$ cat src/sv/tsr_pkg.sv
package tsr_pkg;

    // Default sizes of the slot table and of the host set.
    localparam int SLOTS_DEF = 64;
    localparam int HOSTS_DEF = 4;

    // Depth of the queue between the front and the back.
    localparam int QDEPTH = 2;
    localparam int QPTR_W = 1;
    localparam int QCNT_W = 2;

    // Event codes and values with a meaning of their own.
    localparam logic [15:0] TYPE_ABS      = 16'h0003;
    localparam logic [15:0] CODE_WINDOW   = 16'h0028;
    localparam logic [15:0] CODE_SLOT     = 16'h002f;
    localparam logic [15:0] CODE_TRACK_ID = 16'h0039;
    localparam logic signed [31:0] VALUE_RELEASE = -32'sd1;

    // Width of the host index carried in a request.
    localparam int HOST_W = 2;

    // A slot table entry holds the host and the host slot.
    localparam int ENTRY_W = HOST_W + 32;

    typedef struct packed {
        logic [HOST_W-1:0]  src_host;
        logic               is_touch_device;
        logic [15:0]        ev_type;
        logic [15:0]        ev_code;
        logic signed [31:0] ev_value;
    } req_t;

    typedef struct packed {
        logic [15:0]        out_type;
        logic [15:0]        out_code;
        logic signed [31:0] out_value;
        logic               out_last;
        logic               table_full;
    } res_t;

    // A request after classification by the front.
    typedef struct packed {
        req_t req;
        logic pass;
        logic is_slot;
        logic is_win;
        logic is_track;
    } item_t;

endpackage

$ cat src/sv/tsr_front.sv
module tsr_front #(
    parameter int HOSTS = tsr_pkg::HOSTS_DEF
) (
    input  logic           start,
    input  tsr_pkg::req_t  req,
    input  logic           q_full,
    output logic           busy,
    output logic           push,
    output tsr_pkg::item_t item
);

    // A request is taken whenever the queue has room.
    assign busy = q_full;
    assign push = start && !q_full;

    // Classify the request: only absolute-axis touch events of a known host
    // go through the slot translation.
    always_comb
    begin
        item.req      = req;
        item.pass     = (req.ev_type != tsr_pkg::TYPE_ABS) || !req.is_touch_device
                        || (32'(req.src_host) >= HOSTS);
        item.is_slot  = (req.ev_code == tsr_pkg::CODE_SLOT);
        item.is_win   = (req.ev_code == tsr_pkg::CODE_WINDOW);
        item.is_track = (req.ev_code == tsr_pkg::CODE_TRACK_ID);
    end

endmodule

$ cat src/sv/tsr_queue.sv
module tsr_queue (
    input  logic           clk,
    input  logic           rst_n,
    input  logic           push,
    input  tsr_pkg::item_t push_item,
    input  logic           pop,
    output tsr_pkg::item_t head,
    output logic           empty,
    output logic           full
);

    tsr_pkg::item_t entry_reg [tsr_pkg::QDEPTH];
    logic [tsr_pkg::QPTR_W-1:0] wr_ptr_reg, wr_ptr_next;
    logic [tsr_pkg::QPTR_W-1:0] rd_ptr_reg, rd_ptr_next;
    logic [tsr_pkg::QCNT_W-1:0] count_reg, count_next;

    assign empty = (count_reg == '0);
    assign full  = (count_reg == tsr_pkg::QCNT_W'(tsr_pkg::QDEPTH));
    assign head  = entry_reg[rd_ptr_reg];

    // Pointer and fill count update.
    always_comb
    begin
        wr_ptr_next = wr_ptr_reg;
        rd_ptr_next = rd_ptr_reg;
        count_next  = count_reg;
        if (push)
        begin
            wr_ptr_next = wr_ptr_reg + 1'b1;
        end
        if (pop)
        begin
            rd_ptr_next = rd_ptr_reg + 1'b1;
        end
        if (push && !pop)
        begin
            count_next = count_reg + 1'b1;
        end
        else if (pop && !push)
        begin
            count_next = count_reg - 1'b1;
        end
    end

    always_ff @(posedge clk or negedge rst_n)
    begin
        if (!rst_n)
        begin
            wr_ptr_reg <= '0;
            rd_ptr_reg <= '0;
            count_reg  <= '0;
        end
        else
        begin
            wr_ptr_reg <= wr_ptr_next;
            rd_ptr_reg <= rd_ptr_next;
            count_reg  <= count_next;
        end
    end

    // Entry storage.
    always_ff @(posedge clk)
    begin
        if (push)
        begin
            entry_reg[wr_ptr_reg] <= push_item;
        end
    end

endmodule

$ cat src/sv/tsr_back.sv
module tsr_back #(
    parameter int SLOTS = tsr_pkg::SLOTS_DEF,
    parameter int HOSTS = tsr_pkg::HOSTS_DEF
) (
    input  logic           clk,
    input  logic           rst_n,
    input  tsr_pkg::item_t head,
    input  logic           empty,
    output logic           pop,
    output logic           res_valid,
    output tsr_pkg::res_t  res
);

    localparam int SIDX_W = $clog2(SLOTS);
    localparam int HIDX_W = (HOSTS > 1) ? $clog2(HOSTS) : 1;
    localparam logic [SIDX_W-1:0] LAST_IDX = SIDX_W'(SLOTS - 1);

    localparam logic [2:0] ST_IDLE      = 3'd0;
    localparam logic [2:0] ST_SCAN      = 3'd1;
    localparam logic [2:0] ST_DECIDE    = 3'd2;
    localparam logic [2:0] ST_EMIT_WIN  = 3'd3;
    localparam logic [2:0] ST_EMIT_SLOT = 3'd4;
    localparam logic [2:0] ST_EMIT_EVT  = 3'd5;

    logic [2:0] state_reg, state_next;

    // Request under work and its derived values.
    tsr_pkg::item_t work_reg, work_next;
    logic [31:0]        hslot_reg, hslot_next;
    logic signed [31:0] value_reg, value_next;
    logic               full_reg, full_next;
    logic [31:0]        win_reg, win_next;
    logic               need_slot_reg, need_slot_next;
    logic [SIDX_W-1:0]  slot_reg, slot_next;

    // Scan control.
    logic [SIDX_W-1:0]  addr_reg, addr_next;
    logic               issue_reg, issue_next;
    logic               chk_valid_reg, chk_valid_next;
    logic [SIDX_W-1:0]  chk_idx_reg, chk_idx_next;
    logic               have_free_reg, have_free_next;
    logic [SIDX_W-1:0]  free_idx_reg, free_idx_next;

    // Slot table: valid bits in flops, host and host slot in memory.
    logic [SLOTS-1:0]   valid_reg, valid_next;
    logic [tsr_pkg::ENTRY_W-1:0] slot_mem [SLOTS];
    logic [tsr_pkg::ENTRY_W-1:0] rd_data_reg;
    logic               mem_we;
    logic [SIDX_W-1:0]  mem_waddr;

    // Per-host and global state.
    logic [31:0] host_cur_slot_reg [HOSTS];
    logic [31:0] host_cur_slot_next [HOSTS];
    logic [31:0] host_window_reg [HOSTS];
    logic [31:0] host_window_next [HOSTS];
    logic [31:0]       cur_window_reg, cur_window_next;
    logic [SIDX_W-1:0] cur_slot_reg, cur_slot_next;
    logic [15:0]       track_reg, track_next;

    // Result register.
    tsr_pkg::res_t res_reg, res_next;
    logic          res_valid_reg, res_valid_next;

    logic [HIDX_W-1:0] head_ix;
    logic [HIDX_W-1:0] work_ix;
    logic              hit;
    logic [31:0]       win;
    logic              slot_diff;

    assign head_ix   = HIDX_W'(head.req.src_host);
    assign work_ix   = HIDX_W'(work_reg.req.src_host);
    assign pop       = (state_reg == ST_IDLE) && !empty;
    assign res       = res_reg;
    assign res_valid = res_valid_reg;

    // Comparison of the entry read back against the request.
    assign hit = chk_valid_reg && valid_reg[chk_idx_reg]
                 && (rd_data_reg[tsr_pkg::ENTRY_W-1:32] == work_reg.req.src_host)
                 && (rd_data_reg[31:0] == hslot_reg);

    // Window and slot decisions for the decide step.
    assign win = work_reg.is_win ? 32'(work_reg.req.ev_value) : host_window_reg[work_ix];
    assign slot_diff = (slot_reg != cur_slot_reg);

    // Sequencer of the back part.
    always_comb
    begin
        state_next         = state_reg;
        work_next          = work_reg;
        hslot_next         = hslot_reg;
        value_next         = value_reg;
        full_next          = full_reg;
        win_next           = win_reg;
        need_slot_next     = need_slot_reg;
        slot_next          = slot_reg;
        addr_next          = addr_reg;
        issue_next         = issue_reg;
        chk_valid_next     = chk_valid_reg;
        chk_idx_next       = chk_idx_reg;
        have_free_next     = have_free_reg;
        free_idx_next      = free_idx_reg;
        valid_next         = valid_reg;
        host_cur_slot_next = host_cur_slot_reg;
        host_window_next   = host_window_reg;
        cur_window_next    = cur_window_reg;
        cur_slot_next      = cur_slot_reg;
        track_next         = track_reg;
        res_next           = res_reg;
        res_valid_next     = 1'b0;
        mem_we             = 1'b0;
        mem_waddr          = free_idx_reg;

        case (state_reg)
            ST_IDLE:
            begin
                if (!empty)
                begin
                    work_next  = head;
                    value_next = head.req.ev_value;
                    full_next  = 1'b0;
                    if (head.pass)
                    begin
                        state_next = ST_EMIT_EVT;
                    end
                    else
                    begin
                        hslot_next = head.is_slot ? 32'(head.req.ev_value)
                                                  : host_cur_slot_reg[head_ix];
                        host_cur_slot_next[head_ix] = hslot_next;
                        addr_next      = '0;
                        issue_next     = 1'b1;
                        chk_valid_next = 1'b0;
                        have_free_next = 1'b0;
                        state_next     = ST_SCAN;
                    end
                end
            end

            ST_SCAN:
            begin
                // Issue one table read per cycle.
                chk_valid_next = issue_reg;
                chk_idx_next   = addr_reg;
                if (issue_reg)
                begin
                    if (addr_reg == LAST_IDX)
                    begin
                        issue_next = 1'b0;
                    end
                    else
                    begin
                        addr_next = addr_reg + 1'b1;
                    end
                end
                // Check the entry that came back.
                if (hit)
                begin
                    slot_next      = chk_idx_reg;
                    issue_next     = 1'b0;
                    chk_valid_next = 1'b0;
                    state_next     = ST_DECIDE;
                end
                else if (chk_valid_reg)
                begin
                    if (!have_free_reg && !valid_reg[chk_idx_reg])
                    begin
                        have_free_next = 1'b1;
                        free_idx_next  = chk_idx_reg;
                    end
                    if (chk_idx_reg == LAST_IDX)
                    begin
                        chk_valid_next = 1'b0;
                        if (have_free_next)
                        begin
                            // Claim the first free entry.
                            mem_we                 = 1'b1;
                            mem_waddr              = free_idx_next;
                            valid_next[free_idx_next] = 1'b1;
                            slot_next              = free_idx_next;
                            state_next             = ST_DECIDE;
                        end
                        else
                        begin
                            // Table is full: the event goes out untranslated.
                            full_next  = 1'b1;
                            state_next = ST_EMIT_EVT;
                        end
                    end
                end
            end

            ST_DECIDE:
            begin
                if (work_reg.is_win)
                begin
                    host_window_next[work_ix] = 32'(work_reg.req.ev_value);
                end
                win_next        = win;
                cur_window_next = win;
                cur_slot_next   = slot_reg;
                need_slot_next  = slot_diff && !work_reg.is_slot;
                if (slot_diff && work_reg.is_slot)
                begin
                    value_next = 32'(slot_reg);
                end
                // Tracking id: release frees the entry, others get the counter.
                if (work_reg.is_track)
                begin
                    if (work_reg.req.ev_value == tsr_pkg::VALUE_RELEASE)
                    begin
                        valid_next[slot_reg] = 1'b0;
                    end
                    else
                    begin
                        value_next = 32'(track_reg);
                        track_next = track_reg + 1'b1;
                    end
                end
                if ((win != cur_window_reg) && !work_reg.is_win)
                begin
                    state_next = ST_EMIT_WIN;
                end
                else if (need_slot_next)
                begin
                    state_next = ST_EMIT_SLOT;
                end
                else
                begin
                    state_next = ST_EMIT_EVT;
                end
            end

            ST_EMIT_WIN:
            begin
                res_valid_next      = 1'b1;
                res_next.out_type   = tsr_pkg::TYPE_ABS;
                res_next.out_code   = tsr_pkg::CODE_WINDOW;
                res_next.out_value  = win_reg;
                res_next.out_last   = 1'b0;
                res_next.table_full = 1'b0;
                state_next = need_slot_reg ? ST_EMIT_SLOT : ST_EMIT_EVT;
            end

            ST_EMIT_SLOT:
            begin
                res_valid_next      = 1'b1;
                res_next.out_type   = tsr_pkg::TYPE_ABS;
                res_next.out_code   = tsr_pkg::CODE_SLOT;
                res_next.out_value  = 32'(slot_reg);
                res_next.out_last   = 1'b0;
                res_next.table_full = 1'b0;
                state_next = ST_EMIT_EVT;
            end

            ST_EMIT_EVT:
            begin
                res_valid_next      = 1'b1;
                res_next.out_type   = work_reg.req.ev_type;
                res_next.out_code   = work_reg.req.ev_code;
                res_next.out_value  = value_reg;
                res_next.out_last   = 1'b1;
                res_next.table_full = full_reg;
                state_next = ST_IDLE;
            end

            default:
            begin
                state_next = ST_IDLE;
            end
        endcase
    end

    // Control state.
    always_ff @(posedge clk or negedge rst_n)
    begin
        if (!rst_n)
        begin
            state_reg      <= ST_IDLE;
            issue_reg      <= 1'b0;
            chk_valid_reg  <= 1'b0;
            have_free_reg  <= 1'b0;
            valid_reg      <= '0;
            cur_window_reg <= '0;
            cur_slot_reg   <= '0;
            track_reg      <= '0;
            res_valid_reg  <= 1'b0;
            for (int h = 0; h < HOSTS; h++)
            begin
                host_cur_slot_reg[h] <= '0;
                host_window_reg[h]   <= '0;
            end
        end
        else
        begin
            state_reg         <= state_next;
            issue_reg         <= issue_next;
            chk_valid_reg     <= chk_valid_next;
            have_free_reg     <= have_free_next;
            valid_reg         <= valid_next;
            cur_window_reg    <= cur_window_next;
            cur_slot_reg      <= cur_slot_next;
            track_reg         <= track_next;
            res_valid_reg     <= res_valid_next;
            host_cur_slot_reg <= host_cur_slot_next;
            host_window_reg   <= host_window_next;
        end
    end

    // Payload registers.
    always_ff @(posedge clk)
    begin
        work_reg      <= work_next;
        hslot_reg     <= hslot_next;
        value_reg     <= value_next;
        full_reg      <= full_next;
        win_reg       <= win_next;
        need_slot_reg <= need_slot_next;
        slot_reg      <= slot_next;
        addr_reg      <= addr_next;
        chk_idx_reg   <= chk_idx_next;
        free_idx_reg  <= free_idx_next;
        res_reg       <= res_next;
    end

    // Slot table memory: one write port, one registered read port.
    always_ff @(posedge clk)
    begin
        if (mem_we)
        begin
            slot_mem[mem_waddr] <= {work_reg.req.src_host, hslot_reg};
        end
        rd_data_reg <= slot_mem[addr_reg];
    end

endmodule

$ cat src/sv/touch_slot_remapper_unit.sv
// A request that scans the whole slot table reads one entry per cycle, and a hit ends the
// scan early. The back part takes one request at a time from idle through scan, decide and the
// emit states; one that bypasses translation goes from idle straight to emitting its event.
// A two-entry queue takes new requests meanwhile. Reset (rst_n, asynchronous) empties the queue
// and invalidates every slot entry; results show for one cycle and the receiver cannot stall.
module touch_slot_remapper_unit #(
    parameter int SLOTS = tsr_pkg::SLOTS_DEF,
    parameter int HOSTS = tsr_pkg::HOSTS_DEF
) (
    input  logic          clk,
    input  logic          rst_n,
    input  logic          start,
    input  tsr_pkg::req_t req,
    output logic          busy,
    output logic          res_valid,
    output tsr_pkg::res_t res
);

    tsr_pkg::item_t push_item;
    tsr_pkg::item_t head;
    logic           push;
    logic           pop;
    logic           q_empty;
    logic           q_full;

    tsr_front #(
        .HOSTS (HOSTS)
    ) u_front (
        .start  (start),
        .req    (req),
        .q_full (q_full),
        .busy   (busy),
        .push   (push),
        .item   (push_item)
    );

    tsr_queue u_queue (
        .clk       (clk),
        .rst_n     (rst_n),
        .push      (push),
        .push_item (push_item),
        .pop       (pop),
        .head      (head),
        .empty     (q_empty),
        .full      (q_full)
    );

    tsr_back #(
        .SLOTS (SLOTS),
        .HOSTS (HOSTS)
    ) u_back (
        .clk       (clk),
        .rst_n     (rst_n),
        .head      (head),
        .empty     (q_empty),
        .pop       (pop),
        .res_valid (res_valid),
        .res       (res)
    );

endmodule

$ cat config.mk
export PLATFORM = sky130hd
export DESIGN_NAME = touch_slot_remapper_unit
export DESIGN_NICKNAME = d
export VERILOG_FILES = /design/src/sv/tsr_pkg.sv /design/src/sv/tsr_front.sv /design/src/sv/tsr_queue.sv /design/src/sv/tsr_back.sv /design/src/sv/touch_slot_remapper_unit.sv
export SDC_FILE = /design/constraint.sdc
export NUM_CORES = 2
export LEC_CHECK = 0
export ABC_AREA = 1
export ABC_CLOCK_PERIOD_IN_PS = 11900
export BUFFER_PORTS_ARGS = -buffer_cell sky130_fd_sc_hd__buf_2
export CAP_MARGIN = 20
export CELL_PAD_IN_SITES_DETAIL_PLACEMENT = 0
export CELL_PAD_IN_SITES_GLOBAL_PLACEMENT = 1
export CORE_MARGIN = 5
export CORE_UTILIZATION = 35
export DETAILED_ROUTE_END_ITERATION = 10
export GPL_ROUTABILITY_DRIVEN = 1
export PLACE_DENSITY_LB_ADDON = 0.2
export SLEW_MARGIN = 15
export SYNTH_ARGS = -nofsm -noshare
export SYNTH_HDL_FRONTEND = slang
export SYNTH_SLANG_ARGS = --single-unit
$ cat constraint.sdc
create_clock -name clk -period 11.9 [get_ports clk]
set_input_delay 0.595 -clock clk [delete_from_list [all_inputs] [get_ports clk]]
set_output_delay 0.595 -clock clk [all_outputs]
set_load 0.02 [all_outputs]
==> summary.md <==
| Metric | Value |
|---|---|
| Compound-Gate Fraction of Synth Area | `10.57%` |
| CTS Buf Count | `326` |
| Final routed DRC violation total | `0` |
| Initial core utilization | `35.05%` |
| Slowest stage delay, CP | `approximately 0.94 ns` |
| Largest net degree at the start of global routing | `approximately 170` |
| Hold-fix buffers, CTS | `67` |
| Pre-antenna DRT Iters | `6` |
| Critical path class | `reg2reg` |
| Fillers | `31960` |
| Min-delay worst type | `in2reg` |
| WHS | `0.2069 ns` |
| Clk buf depth | `4` |
| Most used DFF post-synth | `edfxtp_1` |
| Vias per cell | `5.363` |
| Worst VDD drop | `0.1159 mV` |
| CP max stage cell | `edfxtp_1` |
| Die area | `354400 um2` |
| Post-Synth Simple-Gate Area | `between 10% and 20%` |
| Synth Area in Adders | `0.03130%` |
| Worst path arrival time | `between 6 and 7 ns` |
| RSZ-0062 raised after global routing | `no` |
| GP Congestion | `0.8338` |
| Synth Warn # | `0` |
| Area of the multi-input gates | `slightly below 30000 um2` |
| Ratio of cells with drive above 1 in the final layout | `10.53%` |
| Async S/R FF share, synth | `12.87%` |
| Mapped Area | `119900 um2` |
| Status | `complete, no violations` |
| Register Area | `87580 um2` |
| Hpwl dp | `209000 um` |
| Final setup viols | `0` |
| Core Region | `between 300000 and 400000 um2` |
| Rows | `about 220` |
| Post-CTS setup buffers | `0` |
| Flop2flop setup slack | `between 6 and 7 ns` |
| Sequential share of the synthesized area | `73.03%` |
| NumNets Final | `9691` |
| Largest family of logic cells by synthesized area | `simple AND/OR/NAND/NOR gates` |
| CTS sink cnt | `2992` |
| # H-tree levels | `5` |
| Worst-skew pair later-pin latency | `between 0.9 and 1 ns` |
| Final Util | `40.20%` |
| Power Density | `between 150 and 200 nW/um2` |
| Vias | `~77000` |
| Critical path required time | `12.41 ns` |
| Synth Area in XOR/XNOR | `0.3287%` |
| Antenna violations before repair | `29` |
| Final Power | `~22 mW` |
| Placed Area | `126400 um2` |
| First-pass GRT wire length | `531600 um` |
| GRT overflow | `0` |
| Post-synth EDFFs | `2573` |
| CP max FO | `34` |
| Pleak | `46.46 nW` |
| Ports | `around 140` |
| Cells after Synth | `roughly 9500` |
| Clk root buf | `clkbuf_16` |
| Vias in the first global route | `75260` |
| Final min period | `5.563 ns` |
| FMAX | `179.7 MHz` |
| Most frequent cells in the layout | `2573 x edfxtp_1, 1313 x nor2_1, 1173 x nand2_1` |
| Worst-Margin Slew | `1.111 ns` |
| Setup_tns | `0 ns` |
| Final hold vios | `0` |
| CP Buf/Inv Count | `3` |
| Routed WL | `368900 um` |
| Top cell family by delay on the critical path | `simple AND/OR/NAND/NOR gates` |
| Setup Skew | `0.04250 ns` |
| Post-CTS resize count | `0` |
| Max-slew violation count | `0` |
| Detailed Route Iter0 Violations | `roughly 7600` |
| Netlist cell types | `50` |
| Design area | `~140000 um2` |
| CTS tree | `built` |
| CP startpoint kind | `flop` |
| Worst path cell trace | `inv_2 > nand3_1 > nand3_1 > nand3_1 > nand2_1 > nand2_1 > nand2_1 > inv_4 > nand2_4 > nand2_4 > nand2_2 > nor2_1 > nand4_1 > nor2_4 > buf_4` |
| Antenna Violating Nets Remaining | `0` |
| Setup crit end kind | `flop` |
| Routed WL per cell | `25.53 um` |
| Max reg flops | `roughly 2200` |
| Clock-pin slew on the worst setup and hold paths | `0.06 ns` |
| Syn_area_per_cell | `12.67 um2` |
| Tot GR Track Use | `around a fifth` |
| Max-cap violations | `0` |
| Period utilization | `46.75%` |
| Die Wd | `between 500 and 600 um` |
| Synth Register Bits | `about 3000` |
| Syn Nets | `9536` |
| Port bufs | `137` |
| Die Ht | `~600 um` |
| Commonest non-fill, non-tap cell in the layout | `edfxtp_1` |
| Mux contribution to synthesized area | `1.811%` |
| Slew Limit Headroom | `25.90%` |
| Area Growth Syn to Fin | `14.72%` |
-- cells by family after synthesis --
group | Yosys count
buffers and inverters | 979
flip-flops | 2992
multiplexers | 217
adder cells (fa/ha/maj) | 3
XOR/XNOR | 45
AND/OR/NAND/NOR | 3210
AO/OA/AOI/OAI | 2017
-- power breakdown --
part | switching (mW) | internal (mW)
sequential | 0.0249 | 11.4
combinational | 0.366 | 0.101
clock | 4.20 | 5.64
-- final timing paths --
kind	start	depth (start not counted)	to
min in group asynchronous	rst_n	2	u_back.res_valid$_DFF_PN0_
hold reg to reg	u_back.host_window_reg[88]$_DFFE_PN0P_	2	u_back.host_window_reg[88]$_DFFE_PN0P_
setup reg to reg	u_back.chk_idx_reg[1]$_DFFE_PP_	15	u_back.slot_mem[0][5]$_DFFE_PP_
setup / recovery	u_back.chk_idx_reg[1]$_DFFE_PP_	15	u_back.slot_mem[0][5]$_DFFE_PP_
hold / removal	req[64]	3	u_queue.entry_reg[0][3]$_DFFE_PP_
max in group asynchronous	rst_n	3	u_back.host_cur_slot_reg[62]$_DFFE_PN0P_
-- metrics by stage --
stage	setup WS, ns	cells
after CTS	6.009	14440
after global routing	5.941	14450
final	6.337	14450
after global placement	6.092	13770
after floorplan	7.387	9463
after detailed placement	6.035	13780
-- synth_stat cells (37+ instances only) --
| master | instances | share of area (%) |
|---|---|---|
| a21oi_1 | 256 | 1.1 |
| a22oi_1 | 65 | 0.41 |
| buf_1 | 48 | 0.15 |
| clkbuf_1 | 501 | 1.6 |
| dfrtp_1 | 385 | 8.0 |
| edfxtp_1 | 2573 | 64 |
| inv_1 | 364 | 1.1 |
| mux2i_1 | 217 | 1.8 |
| nand2_1 | 1181 | 3.7 |
| nand3_1 | 344 | 1.4 |
| nand4_1 | 78 | 0.41 |
| nor2_1 | 1389 | 4.3 |
| nor3_1 | 99 | 0.41 |
| o211ai_1 | 87 | 0.54 |
| o21ai_0 | 1011 | 4.2 |
| o221ai_1 | 211 | 1.5 |
| o32ai_1 | 334 | 2.4 |
| or2_2 | 43 | 0.22 |
| xor2_1 | 37 | 0.27 |
-- worst register-to-register path: cells and delay by family, from the launching register on --
| kind | cells | cell delay [ns] |
|---|---|---|
| buffers and inverters | 3 | 1.11 |
| DFF | 1 | 0.94 |
| and+or+nand+nor | 12 | 3.10 |
-- layer usage --
metal	routed length (um)	vias to the layer above	part of all wire, %	GRT usage [%]
li1	-	34970	-	-
met1	166000	39690	45	28.97
met2	169800	2379	46	31.93
met3	24190	453	6.6	3.362
met4	8925	0	2.4	4.821
met5	0	-	0	0
-- area by class of cell --
cell class / instances / area share [%]
Inverter: 380 / 1.058
Antenna cell: 8 / 0.01455
Clock inverter: 182 / 1.180
Timing Repair Buffer: 426 / 2.428
Multi-Input combinational cell: 5492 / 21.18
Sequential cell: 2992 / 63.66
Tap cell: 4557 / 4.145
Clock buffer: 414 / 6.334
No activity file was read; power rests on OpenSTA's default activity.
